$ cat src/design/gsfp_pkg.sv
// Package for the gas sensor frame parser: codes, result types and frame constants.
// No dependencies; every other design file imports it.
package gsfp_pkg;

    localparam int unsigned FRAME_LEN     = 11;
    localparam int unsigned CHECK_POS     = 10;
    localparam int unsigned PAYLOAD_DEPTH = 8;
    localparam logic [15:0] TIMEOUT_RESET = 16'd200;
    localparam logic [15:0] ELAPSED_MAX   = 16'hFFFF;
    localparam int unsigned PADDR_W       = 3;

    typedef enum logic [1:0] {
        FUNC_START = 2'd0,
        FUNC_BYTE  = 2'd1,
        FUNC_TICK  = 2'd2,
        FUNC_NONE  = 2'd3
    } func_t;

    typedef enum logic [1:0] {
        STATUS_OK       = 2'd0,
        STATUS_CHECKSUM = 2'd1,
        STATUS_TIMEOUT  = 2'd2
    } status_t;

    typedef enum logic [0:0] {
        REG_TIMEOUT = 1'b0
    } reg_idx_t;

    typedef struct packed {
        status_t     status;
        logic [15:0] co_ppm;
        logic [15:0] h2s_ppm;
        logic [15:0] o2_tenths;
        logic [15:0] ch4_value;
    } result_t;

    typedef struct packed {
        logic       window_open;
        logic [3:0] byte_index;
        logic       result_valid;
    } core_status_t;

    typedef struct packed {
        logic main_valid;
        logic skid_valid;
    } stage_status_t;

endpackage

$ cat src/design/gsfp_if.sv
// Valid/ready channel interfaces for input items and result items.
// Depends on gsfp_pkg for the result status type.
interface gsfp_in_if;
    import gsfp_pkg::*;
    logic       valid;
    logic       ready;
    logic [1:0] func;
    logic [7:0] rx_byte;

    modport source (output valid, output func, output rx_byte, input ready);
    modport sink (input valid, input func, input rx_byte, output ready);
endinterface

interface gsfp_out_if;
    import gsfp_pkg::*;
    logic        valid;
    logic        ready;
    logic [1:0]  status;
    logic [15:0] co_ppm;
    logic [15:0] h2s_ppm;
    logic [15:0] o2_tenths;
    logic [15:0] ch4_value;

    modport source (output valid, output status, output co_ppm, output h2s_ppm,
                    output o2_tenths, output ch4_value, input ready);
    modport sink (input valid, input status, input co_ppm, input h2s_ppm,
                  input o2_tenths, input ch4_value, output ready);
endinterface

$ cat src/design/gsfp_cfg_regs.sv
// APB-style configuration register holding the frame timeout in milliseconds.
// Depends on gsfp_pkg for the register index and reset value.
module gsfp_cfg_regs (
    input  logic                        clk,
    input  logic                        rst_n,
    input  logic                        psel,
    input  logic                        penable,
    input  logic                        pwrite,
    input  logic [gsfp_pkg::PADDR_W-1:0] paddr,
    input  logic [31:0]                 pwdata,
    output logic [31:0]                 prdata,
    output logic                        pready,
    output logic [15:0]                 timeout_ms
);
    import gsfp_pkg::*;

    logic [15:0] timeout_reg;
    logic [15:0] timeout_next;
    logic        hit;

    assign pready = 1'b1;
    assign hit    = (paddr[PADDR_W-1] == REG_TIMEOUT);

    always_comb
    begin
        timeout_next = timeout_reg;
        if (psel && penable && pwrite && pready && hit)
        begin
            timeout_next = pwdata[15:0];
        end
    end

    always_ff @(posedge clk or negedge rst_n)
    begin
        if (!rst_n)
        begin
            timeout_reg <= TIMEOUT_RESET;
        end
        else
        begin
            timeout_reg <= timeout_next;
        end
    end

    assign prdata     = hit ? {16'd0, timeout_reg} : 32'd0;
    assign timeout_ms = timeout_reg;
endmodule

$ cat src/design/gsfp_frame_core.sv
// Frame state, checksum and timeout logic; turns one accepted beat into at most one result.
// Depends on gsfp_pkg for codes and the result type.
module gsfp_frame_core (
    input  logic                   clk,
    input  logic                   rst_n,
    input  logic                   accept,
    input  logic [1:0]             func,
    input  logic [7:0]             rx_byte,
    input  logic [15:0]            timeout_ms,
    output gsfp_pkg::result_t      result,
    output gsfp_pkg::core_status_t core_status
);
    import gsfp_pkg::*;

    logic        window_open_reg, window_open_next;
    logic [3:0]  byte_index_reg, byte_index_next;
    logic [7:0]  running_sum_reg, running_sum_next;
    logic [15:0] elapsed_reg, elapsed_next;
    logic [7:0]  payload_reg [PAYLOAD_DEPTH];
    logic        payload_we;
    logic [2:0]  payload_idx;
    logic        result_valid;
    logic [7:0]  expect_sum;
    logic [3:0]  idx_minus2;

    assign expect_sum = 8'd0 - running_sum_reg;
    assign idx_minus2 = byte_index_reg - 4'd2;
    assign payload_idx = idx_minus2[2:0];

    always_comb
    begin
        window_open_next = window_open_reg;
        byte_index_next  = byte_index_reg;
        running_sum_next = running_sum_reg;
        elapsed_next     = elapsed_reg;
        payload_we       = 1'b0;
        result_valid     = 1'b0;
        result.status    = STATUS_OK;
        result.co_ppm    = {payload_reg[0], payload_reg[1]};
        result.h2s_ppm   = {payload_reg[2], payload_reg[3]};
        result.o2_tenths = {payload_reg[4], payload_reg[5]};
        result.ch4_value = {payload_reg[6], payload_reg[7]};
        if (accept)
        begin
            case (func_t'(func))
                FUNC_START:
                begin
                    window_open_next = 1'b1;
                    byte_index_next  = 4'd0;
                    running_sum_next = 8'd0;
                    elapsed_next     = 16'd0;
                end
                FUNC_BYTE:
                begin
                    if (window_open_reg)
                    begin
                        if (byte_index_reg >= 4'(CHECK_POS))
                        begin
                            window_open_next = 1'b0;
                            byte_index_next  = 4'd0;
                            result_valid     = 1'b1;
                            if (expect_sum != rx_byte)
                            begin
                                result.status    = STATUS_CHECKSUM;
                                result.co_ppm    = 16'd0;
                                result.h2s_ppm   = 16'd0;
                                result.o2_tenths = 16'd0;
                                result.ch4_value = 16'd0;
                            end
                        end
                        else
                        begin
                            if (byte_index_reg >= 4'd1)
                            begin
                                running_sum_next = running_sum_reg + rx_byte;
                            end
                            payload_we      = (byte_index_reg >= 4'd2);
                            byte_index_next = byte_index_reg + 4'd1;
                        end
                    end
                end
                FUNC_TICK:
                begin
                    if (window_open_reg)
                    begin
                        if (elapsed_reg != ELAPSED_MAX)
                        begin
                            elapsed_next = elapsed_reg + 16'd1;
                        end
                        if (elapsed_next >= timeout_ms)
                        begin
                            window_open_next = 1'b0;
                            byte_index_next  = 4'd0;
                            result_valid     = 1'b1;
                            result.status    = STATUS_TIMEOUT;
                            result.co_ppm    = 16'd0;
                            result.h2s_ppm   = 16'd0;
                            result.o2_tenths = 16'd0;
                            result.ch4_value = 16'd0;
                        end
                    end
                end
                default:
                begin
                end
            endcase
        end
    end

    always_ff @(posedge clk or negedge rst_n)
    begin
        if (!rst_n)
        begin
            window_open_reg <= 1'b0;
            byte_index_reg  <= 4'd0;
            running_sum_reg <= 8'd0;
            elapsed_reg     <= 16'd0;
        end
        else
        begin
            window_open_reg <= window_open_next;
            byte_index_reg  <= byte_index_next;
            running_sum_reg <= running_sum_next;
            elapsed_reg     <= elapsed_next;
        end
    end

    always_ff @(posedge clk)
    begin
        if (payload_we)
        begin
            payload_reg[payload_idx] <= rx_byte;
        end
    end

    assign core_status.window_open  = window_open_reg;
    assign core_status.byte_index   = byte_index_reg;
    assign core_status.result_valid = result_valid;
endmodule

$ cat src/design/gsfp_out_stage.sv
// Two-entry result register with skid slot; parts the input side from output stalls.
// Depends on gsfp_pkg for the result type.
module gsfp_out_stage (
    input  logic                    clk,
    input  logic                    rst_n,
    input  logic                    push,
    input  gsfp_pkg::result_t       push_data,
    output logic                    accept_ready,
    output logic                    out_valid,
    input  logic                    out_ready,
    output gsfp_pkg::result_t       out_data,
    output gsfp_pkg::stage_status_t stage_status
);
    import gsfp_pkg::*;

    logic    main_valid_reg, main_valid_next;
    logic    skid_valid_reg, skid_valid_next;
    result_t main_reg, main_next;
    result_t skid_reg, skid_next;
    logic    pop;

    assign pop = main_valid_reg && out_ready;

    always_comb
    begin
        main_valid_next = main_valid_reg;
        skid_valid_next = skid_valid_reg;
        main_next       = main_reg;
        skid_next       = skid_reg;
        if (pop)
        begin
            if (skid_valid_reg)
            begin
                main_next       = skid_reg;
                skid_valid_next = 1'b0;
            end
            else
            begin
                main_valid_next = push;
                main_next       = push_data;
            end
        end
        else if (!main_valid_reg)
        begin
            main_valid_next = push;
            main_next       = push_data;
        end
        else if (push)
        begin
            skid_valid_next = 1'b1;
            skid_next       = push_data;
        end
    end

    always_ff @(posedge clk or negedge rst_n)
    begin
        if (!rst_n)
        begin
            main_valid_reg <= 1'b0;
            skid_valid_reg <= 1'b0;
        end
        else
        begin
            main_valid_reg <= main_valid_next;
            skid_valid_reg <= skid_valid_next;
        end
    end

    always_ff @(posedge clk)
    begin
        main_reg <= main_next;
        skid_reg <= skid_next;
    end

    assign accept_ready            = !skid_valid_reg;
    assign out_valid               = main_valid_reg;
    assign out_data                = main_reg;
    assign stage_status.main_valid = main_valid_reg;
    assign stage_status.skid_valid = skid_valid_reg;
endmodule

$ cat src/design/gas_sensor_frame_parser_unit.sv
// Top level of the gas sensor frame parser: channels, config port, core and result stage.
// Depends on gsfp_pkg, gsfp_if, gsfp_cfg_regs, gsfp_frame_core and gsfp_out_stage.
//
// Usage:
//   The input channel carries one beat per start, received byte or millisecond tick.
//   A start opens a receive window; bytes 0..10 of the frame follow. Byte 10 yields
//   one result beat: status ok with CO, H2S, O2 and CH4 readings, or checksum
//   mismatch with zero readings. A tick that brings the elapsed count to
//   timeout_ms yields a timeout result. Bytes and ticks outside a window drop.
//   A result is registered in the result register, or the skid slot while the receiver
//   stalls. Throughput: one input beat per cycle while input ready is high, set by the
//   single pass of frame logic between the input handshake and the result register.
//   Receiver stall: results queue in a result register plus one skid slot; input
//   ready falls only while both hold a result.
//   Reset: window closed, counters cleared, timeout_ms back to 200, output empty.
//   The timeout register answers at byte addresses 0 to 3 of the APB-style port; write it
//   only while the block is idle.
module gas_sensor_frame_parser_unit (
    input  logic                         clk,
    input  logic                         rst_n,
    gsfp_in_if.sink                      in,
    gsfp_out_if.source                   out,
    input  logic                         psel,
    input  logic                         penable,
    input  logic                         pwrite,
    input  logic [gsfp_pkg::PADDR_W-1:0] paddr,
    input  logic [31:0]                  pwdata,
    output logic [31:0]                  prdata,
    output logic                         pready
);
    import gsfp_pkg::*;

    logic          [15:0] timeout_ms;
    logic                 accept;
    logic                 accept_ready;
    result_t              core_result;
    result_t              out_data;
    core_status_t         core_status;
    stage_status_t        stage_status;

    gsfp_cfg_regs u_cfg (
        .clk        (clk),
        .rst_n      (rst_n),
        .psel       (psel),
        .penable    (penable),
        .pwrite     (pwrite),
        .paddr      (paddr),
        .pwdata     (pwdata),
        .prdata     (prdata),
        .pready     (pready),
        .timeout_ms (timeout_ms)
    );

    assign in.ready = accept_ready;
    assign accept   = in.valid && accept_ready;

    gsfp_frame_core u_core (
        .clk         (clk),
        .rst_n       (rst_n),
        .accept      (accept),
        .func        (in.func),
        .rx_byte     (in.rx_byte),
        .timeout_ms  (timeout_ms),
        .result      (core_result),
        .core_status (core_status)
    );

    gsfp_out_stage u_out (
        .clk          (clk),
        .rst_n        (rst_n),
        .push         (core_status.result_valid),
        .push_data    (core_result),
        .accept_ready (accept_ready),
        .out_valid    (out.valid),
        .out_ready    (out.ready),
        .out_data     (out_data),
        .stage_status (stage_status)
    );

    assign out.status    = out_data.status;
    assign out.co_ppm    = out_data.co_ppm;
    assign out.h2s_ppm   = out_data.h2s_ppm;
    assign out.o2_tenths = out_data.o2_tenths;
    assign out.ch4_value = out_data.ch4_value;

    a_skid_needs_main: assert property (@(posedge clk) disable iff (!rst_n)
        stage_status.skid_valid |-> stage_status.main_valid)
        else $error("skid slot holds a result while result register is empty");

    a_closed_index_zero: assert property (@(posedge clk) disable iff (!rst_n)
        !core_status.window_open |-> (core_status.byte_index == 4'd0))
        else $error("byte index nonzero with window closed");

    a_index_bound: assert property (@(posedge clk) disable iff (!rst_n)
        core_status.byte_index <= 4'(CHECK_POS))
        else $error("byte index past checksum position");

    a_result_closes: assert property (@(posedge clk) disable iff (!rst_n)
        core_status.result_valid |=> !core_status.window_open)
        else $error("window still open after a result");
endmodule
$ cat src/flat_wrapper.sv
// flat-port wrapper written by rule: the top's interface ports become plain ports
module gas_sensor_frame_parser_unit_flat import gsfp_pkg::*;
  (clk, rst_n, psel, penable, pwrite, paddr, pwdata, prdata, pready, in_valid, in_func, in_rx_byte, in_ready, out_valid, out_status, out_co_ppm, out_h2s_ppm, out_o2_tenths, out_ch4_value, out_ready);
  gsfp_in_if in_i ();
  gsfp_out_if out_i ();
  input  logic clk;
  input  logic rst_n;
  input  logic psel;
  input  logic penable;
  input  logic pwrite;
  input  logic [gsfp_pkg::PADDR_W-1:0] paddr;
  input  logic [31:0] pwdata;
  output logic [31:0] prdata;
  output logic pready;
  input wire logic [$bits(in_i.valid)-1:0] in_valid;
  input wire logic [$bits(in_i.func)-1:0] in_func;
  input wire logic [$bits(in_i.rx_byte)-1:0] in_rx_byte;
  output wire logic [$bits(in_i.ready)-1:0] in_ready;
  output wire logic [$bits(out_i.valid)-1:0] out_valid;
  output wire logic [$bits(out_i.status)-1:0] out_status;
  output wire logic [$bits(out_i.co_ppm)-1:0] out_co_ppm;
  output wire logic [$bits(out_i.h2s_ppm)-1:0] out_h2s_ppm;
  output wire logic [$bits(out_i.o2_tenths)-1:0] out_o2_tenths;
  output wire logic [$bits(out_i.ch4_value)-1:0] out_ch4_value;
  input wire logic [$bits(out_i.ready)-1:0] out_ready;
  assign in_i.valid = in_valid;
  assign in_i.func = in_func;
  assign in_i.rx_byte = in_rx_byte;
  assign in_ready = in_i.ready;
  assign out_valid = out_i.valid;
  assign out_status = out_i.status;
  assign out_co_ppm = out_i.co_ppm;
  assign out_h2s_ppm = out_i.h2s_ppm;
  assign out_o2_tenths = out_i.o2_tenths;
  assign out_ch4_value = out_i.ch4_value;
  assign out_i.ready = out_ready;
  gas_sensor_frame_parser_unit u_core (.clk(clk), .rst_n(rst_n), .in(in_i), .out(out_i), .psel(psel), .penable(penable), .pwrite(pwrite), .paddr(paddr), .pwdata(pwdata), .prdata(prdata), .pready(pready));
endmodule
$ cat config.mk
export PLATFORM = sky130hd
export DESIGN_NAME = gas_sensor_frame_parser_unit_flat
export DESIGN_NICKNAME = d
export VERILOG_FILES = /design/src/design/gsfp_pkg.sv /design/src/design/gsfp_if.sv /design/src/design/gsfp_cfg_regs.sv /design/src/design/gsfp_frame_core.sv /design/src/design/gsfp_out_stage.sv /design/src/design/gas_sensor_frame_parser_unit.sv /design/src/flat_wrapper.sv
export SDC_FILE = /design/constraint.sdc
export NUM_CORES = 1
export LEC_CHECK = 0
export BUFFER_PORTS_ARGS = -buffer_cell sky130_fd_sc_hd__buf_4
export CAP_MARGIN = 20
export CORE_UTILIZATION = 40
export DETAILED_ROUTE_END_ITERATION = 7
export HOLD_SLACK_MARGIN = 0.12
export MAX_ROUTING_LAYER = met4
export PLACE_DENSITY = 0.63
export SLEW_MARGIN = 25
export SYNTH_ARGS = -nofsm -noshare
export SYNTH_HDL_FRONTEND = slang
export SYNTH_HIERARCHICAL = 1
export SYNTH_SLANG_ARGS = --single-unit
$ cat constraint.sdc
create_clock -name clk -period 6.79 [get_ports clk]
set_input_delay 0.3395 -clock clk [delete_from_list [all_inputs] [get_ports clk]]
set_output_delay 0.3395 -clock clk [all_outputs]
set_load 0.01 [all_outputs]
==> summary.md, run 1 <==
| Metric | Value |
|---|---|
| Yosys warnings | 6 |
| FILL cells | 2,398 |
| Non-Filler Instances | 1,315 |
| Reg2reg setup slack | 1.73 ns |
| Fin nets | roughly 1k |
| CP Capture Type | flop |
| Final Max Tran Viols | 0 |
| Peak supply drop | 0.170 mV |
| Starting DRT DRC Count | 446 |
| FP Rows | 61 |
| Leak | 5.49 nW |
| Wire per inst | 16.3 um |
| Worst Skew | between 0.01 and 0.015 ns |
| Input/output buffers | 117 |
| Rel. slew slack | 35.4% |
| CTS H-tree lvls | 1 |
| Critical path type | flop to flop |
| Largest net degree at the start of global routing | 68 |
| Post-DR vias/cell | 4.96 |
| Part of the power in registers | 46.7% |
| Io pins | 153 |
| Comb pwr share | 14.0% |
| Ant diodes | 0 |
| Min-delay src | in_rx_byte[5] |
| Synthesized area per cell | around 15 um2 |
| TritonCTS clock tree | built |
| GRT Residual Overflow | 0 |
| Clock Sinks | 243 |
| DP Area | 12,500 um2 |
| Sw Share | between 20% and 30% |
| Fmax | 0.198 GHz |
| Setup TNS | 0 ns |
| Period utilisation layout | 74.5% |
| Antenna violations before repair | 0 |
| Root Buffer | clkbuf_16 |
| Final Setup Violations | 0 |
| Placer Congestion | 0.842 |
| Vias in the first global route | 6,281 |
| First-pass GRT wire length | between 30,000 and 40,000 um |
| Drt drc | 0 |
| Critical Path AT | between 5 and 6 ns |
| Gr usage total | between 15 and 20% |
| Chip width | 171 um |
| Worst EP required | 7.00 ns |
| CTS resizes | 0 |
| Crit path launch type | flop |
| Pwr per Cell Area | 277 nW/um2 |
| Clock buffer depth | 3 |
| Mapped Cells | 782 |
| Hold Vio Cnt, Final | 0 |
| Synth Cell Area | approximately 11,000 um2 |
| Worst Hold Class | primary input to flop |
| Cell count after placement | 1,245 |
| Slew @ Worst Pin | 0.961 ns |
| Die Y | 171 um |
| Routed wire length | 21,500 um |
| Status | finished clean |
| Total CTS buffers | 27 |
| Post-route ant nets | 0 |
| Hold buffers post-CTS | 21 |
| Hold Path Sink | u_core/u_core/payload_reg[4][5] |
| Clk slew on worst S/H paths | 0.06 ns |
| P&R area growth vs syn | 19.5% |
| Ratio of cells with drive above 1 in the final layout | between 30% and 40% |
| Net switching power | roughly 0.92 mW |
| Clock latency on the worst-skew pair | 0.54 ns |
| Number of setup buffers added after CTS | 0 |
| Worst reg2reg path depth | 15 |
| Clock power frac | 39.3% |
| Drt pass-1 iters | 5 |
| Period minus WS final | 5.06 ns |
| Unrepaired setup endpoints after global routing | false |
| WHS Path Cells | 1 |
| Initial Utilization | roughly two fifths |
| Maximum fanout along the worst path | 27 |
| Finished Cell Area | between 10,000 and 15,000 um2 |
| Max_cap viols | 0 |
| Critical R2R Launch | u_core/u_core/elapsed_reg[0] |
| Internal Pwr Total | 2.84 mW |
| Die area | 29,100 um2 |
| Reg-to-Reg End | u_core/u_out/skid_reg[40] |
| Core Region | 27,900 um2 |
| Via Count | 6,520 |
| Final HPWL DP | 13,400 um |
## how the worst max path moves through the flow
| stage | startpoint | to | slack (ns) | cells past startpoint |
|---|---|---|---|---|
| after floorplan | u_core/u_core/elapsed_reg[3] | u_core/u_out/skid_reg[0] | 0.61 | 16 |
| after global placement | u_core/u_core/elapsed_reg[0] | u_core/u_out/skid_reg[49] | 1.84 | 15 |
| after detailed placement | u_core/u_core/elapsed_reg[0] | u_core/u_out/skid_reg[52] | 1.72 | 15 |
| after CTS | u_core/u_core/elapsed_reg[0] | u_core/u_out/skid_reg[47] | 1.66 | 15 |
| after global routing | u_core/u_core/elapsed_reg[3] | u_core/u_out/skid_reg[47] | 1.29 | 14 |
| final | u_core/u_core/elapsed_reg[0] | u_core/u_out/skid_reg[40] | 1.73 | 15 |
## routing by layer
metal  vias up  routed length [um]  global-route usage, %
met5         -                   0                      -
met3        35                1130                   2.71
met1      3158                9600                   19.6
met4         0                 410                   3.33
li1       3139                   -                      -
met2       188               10300                   25.2
## area by class of cell
type                    count  area [um2]  area share, %
flip-flops and latches    243        7070           52.0
multi-input cells         464        3850           28.4
repair buffers            145        1140           8.43
clock buffers              31         691           5.09
well taps                 378         473           3.48
clock inverters            18         216           1.59
inverters                  36         135          0.995
## power by group through the flow
stage | clock [mW] | combinational, mW | sequential (mW)
final | 1.48 | 0.525 | 1.76
after global routing | 1.58 | 0.593 | 1.77
after CTS | 1.52 | 0.529 | 1.76
after detailed placement | 0 | 0.517 | 1.79
after global placement | 0 | 0.507 | 1.79
after floorplan | 0 | 0.371 | 1.77
## worst max-delay path, stage by stage (launching register included)
cell	delay (ns)
dfrtp_1	0.42
ha_1	0.21
nand2_1	0.10
nor3_1	0.43
nor4b_1	0.52
nand3b_1	0.19
o21a_1	0.16
ha_1	0.27
nand2_1	0.05
nor2_1	0.13
nand4_1	0.19
o211a_1	0.38
nor3b_1	0.40
inv_1	0.13
nor2_4	0.68
buf_4	0.44
## stage by stage
stage	hold slack [ns]	util (%)	power, mW	worst slack, ns
6_report	0.132	48.7	3.77	1.73
5_1_grt	0.122	48.7	3.95	1.29
4_1_cts	0.123	48.7	3.81	1.66
3_5_place_dp	0.417	44.7	2.31	1.72
3_3_place_gp	0.419	44.7	2.29	1.84
2_1_floorplan	0.0439	-	2.15	0.606
## cell usage in the layout (no fill, tap or decap), types with 3 or more instances in the layout
master,n
a21oi_1,24
and3_1,3
buf_4,123
clkinv_1,4
nor3b_1,58
a31oi_1,4
nand4_1,8
nand2b_1,4
nor3b_2,10
o21ai_0,27
a21o_1,3
nand2_1,23
edfxtp_1,196
nor2b_1,16
clkinv_2,5
dlygate4sd3_1,21
mux2_2,35
nor3_1,12
nand3_1,20
xor2_1,10
ha_1,33
o31ai_1,8
conb_1,17
mux2_4,50
bufinv_16,4
clkbuf_1,4
xnor2_1,14
clkbuf_16,27
dfrtp_1,44
and2b_1,6
nor4b_1,3
a22o_1,5
inv_1,36
dfstp_2,3
nor2_1,27
No activity file was read; power rests on OpenSTA's default activity.
==> inputs of run 2 (changes only) <==
- clock period: 6.79 -> 5 ns (I/O delays scaled with it)
==> run 2 against run 1 <==
  * Via count up 0.29%
  * Register-to-register slack worse by 0.98 ns
  * Largest power group unchanged
  * First-iteration DRC count down 17%
  * Sequential cell count unchanged
  * Global-route usage up 0.50 points
  * Cell count up 0.46%
  * Non-clock buffer count up 9
  * Largest cell class unchanged
  * Sequential share of layout area down 0.37 points
  * Clock skew down 0.0028 ns
==> summary.md, run 2 (synthesis results as in run 1) <==
| Metric | Value |
|---|---|
| Status | finished clean |
| Total power | 4.89 mW |
| Rel. slew slack | 37.4% |
| Worst EP required | 5.24 ns |
| Initial Utilization | 40.8% |
| Ant diodes | 0 |
| Gr usage total | 15.7% |
| Final Max Tran Viols | 0 |
| GRT Residual Overflow | 0 |
| CTS resizes | 0 |
| Input/output buffers | 117 |
| Chip width | 171 um |
| FILL cells | 2,371 |
| Period utilisation layout | between 80% and 90% |
| Comb pwr share | 15.0% |
| Critical R2R Launch | u_core/u_core/elapsed_reg[3] |
| Final HPWL DP | 14,100 um |
| Ratio of cells with drive above 1 in the final layout | 31.0% |
| Most common cell after layout, fill and taps aside | edfxtp_1 |
| TritonCTS clock tree | built |
| Die area | slightly below 30,000 um2 |
| Post-route ant nets | 0 |
| Fin nets | ~1k |
| Part of the power in registers | 48.9% |
| Pwr per Cell Area | 357 nW/um2 |
| Internal Pwr Total | 3.66 mW |
| Post-layout util | about 49% |
| First-pass GRT wire length | 34,800 um |
| Critical Path AT | 4.48 ns |
| Critical Path Source | u_core/u_core/elapsed_reg[3] |
| Period minus WS final | between 4 and 5 ns |
| Maximum fanout along the worst path | 17 |
| Clock power frac | 36.1% |
| Slew @ Worst Pin | ~0.94 ns |
| Hold Vio Cnt, Final | 0 |
| Sw Share | between 20 and 30% |
| Worst path most repeated cell | nand4_1 |
| Post-DR vias/cell | a little under 5 |
| Clock Sinks | 243 |
| Worst Skew | 0.00865 ns |
| Net switching power | about 1.2 mW |
| Min-delay src | in_func[1] |
| P&R area growth vs syn | 20.4% |
| Routed wire length | around 22,000 um |
| Critical path type | flop to flop |
| Final Setup Violations | 0 |
| Peak supply drop | ~0.21 mV |
| Max_cap viols | 0 |
| CP Capture Type | flop |
| Commonest non-fill, non-tap cells in the layout | 196 x edfxtp_1, 124 x buf_4, 57 x nor3b_1 |
| Total CTS buffers | 26 |
| Root Buffer | clkbuf_16 |
| FP Rows | 61 |
| Wire per inst | 16.5 um |
| Clk slew on worst S/H paths | 0.06 ns |
| Clock latency on the worst-skew pair | 0.53 ns |
| Largest net degree at the start of global routing | 68 |
| Slowest stage delay, CP | 0.50 ns |
| CTS H-tree lvls | 1 |
| Drt pass-1 iters | 5 |
| Via Count | 6,539 |
| Fmax | 0.235 GHz |
| WP buf/inv | 2 |
| Core Region | 27,900 um2 |
| Leak | 5.53 nW |
| Setup TNS | 0 ns |
| Starting DRT DRC Count | ~370 |
| Slowest CP cell | nor2_4 |
| Die Y | about 170 um |
| Drt drc | 0 |
| Antenna violations before repair | 0 |
| CP top delay family | simple AND/OR/NAND/NOR gates |
| Clock buffer depth | 3 |
| Placer Congestion | ~0.8 |
| Io pins | 153 |
| Vias in the first global route | 6,465 |
| Worst Hold Class | primary input to flop |
| Unrepaired setup endpoints after global routing | false |
| CP cell instances | nand4_1, nor2_2, nand4_1, mux2_4, ha_4, nand2_1, o21ai_1, a21oi_1, o211a_1, nor3b_2, inv_2, nor2_4, buf_4 |
| Crit path launch type | flop |
## run 2: changes by cell type in the layout (fill, tap and decap cells not counted), sizes merged
cell and delta:
dlygate4sd3 +5, buf +4, bufinv -3, clkinv +3, inv -2, clkbuf -1
## run 2: power by group through the flow
stage / Combinational [mW] / Clock, mW / Sequential (mW)
after CTS: 0.741 / 1.81 / 2.39
after detailed placement: 0.721 / 0 / 2.43
after global placement: 0.704 / 0 / 2.43
after global routing: 0.826 / 1.89 / 2.40
final: 0.734 / 1.76 / 2.39
after floorplan: 0.515 / 0 / 2.41
## run 2: layer usage
layer  up-vias  global-route usage (%)  wire [um]  part of all wire (%)
li1       3157                       -          -                     -
met1      3185                    20.7       9950                    46
met2       168                    25.6      10500                    48
met3        29                    2.66       1060                   4.8
met4         0                    3.37        323                   1.5
met5         -                       -          0                     0
## run 2: layout make-up
class | count | area (um2) | share of cell area (%)
sequential | 243 | 7070 | 51.7
multi-input combinational | 464 | 3950 | 28.9
timing repair buffer | 154 | 1270 | 9.30
clock buffer | 30 | 666 | 4.87
tap | 378 | 473 | 3.46
inverter | 36 | 135 | 0.988
clock inverter | 16 | 111 | 0.814
## run 2: worst reg2reg max path, delay by kind of cell (launching register included)
| family | cells | cell delay [ns] |
|---|---|---|
| flops | 1 | 0.49 |
| buf+inv | 2 | 0.38 |
| simple gates | 6 | 1.78 |
| fa+ha+maj | 1 | 0.26 |
| mux | 1 | 0.43 |
| compound gates | 3 | 0.60 |
## run 2: what timing repair did
| action | 4_1_cts | 5_1_grt |
|---|---|---|
| endpoints found under the hold margin | 126 | 0 |
| hold buffers | 26 | 0 |
| buffers inserted | 0 | 0 |
| setup endpoints to repair | 0 | 0 |
## run 2: path summary, 6_finish.rpt
check / slack [ns] / depth (start not counted) / to
min in group asynchronous: 0.28 / 2 / u_core/u_cfg/timeout_ms[14]
max in group asynchronous: 4.26 / 2 / u_core/u_core/running_sum_reg[0]
setup / recovery: 0.75 / 13 / u_core/u_out/skid_reg[12]
setup reg to reg: 0.75 / 13 / u_core/u_out/skid_reg[12]
hold / removal: 0.23 / 4 / u_core/u_core/window_open_reg
hold reg to reg: 0.53 / 1 / u_core/u_cfg/timeout_ms[11]
## run 2: stage by stage
| stage | worst slack (ns) | cell area (um2) | hold WS (ns) | cells |
|---|---|---|---|---|
| detailed placement | 0.759 | 12600 | 0.334 | 1249 |
| global route | 0.456 | 13700 | 0.237 | 1321 |
| CTS | 0.722 | 13700 | 0.215 | 1321 |
| global placement | 0.799 | 12600 | 0.330 | 1249 |
| finish | 0.751 | 13700 | 0.234 | 1321 |
| floorplan | -0.921 | 11500 | -0.0456 | 797 |
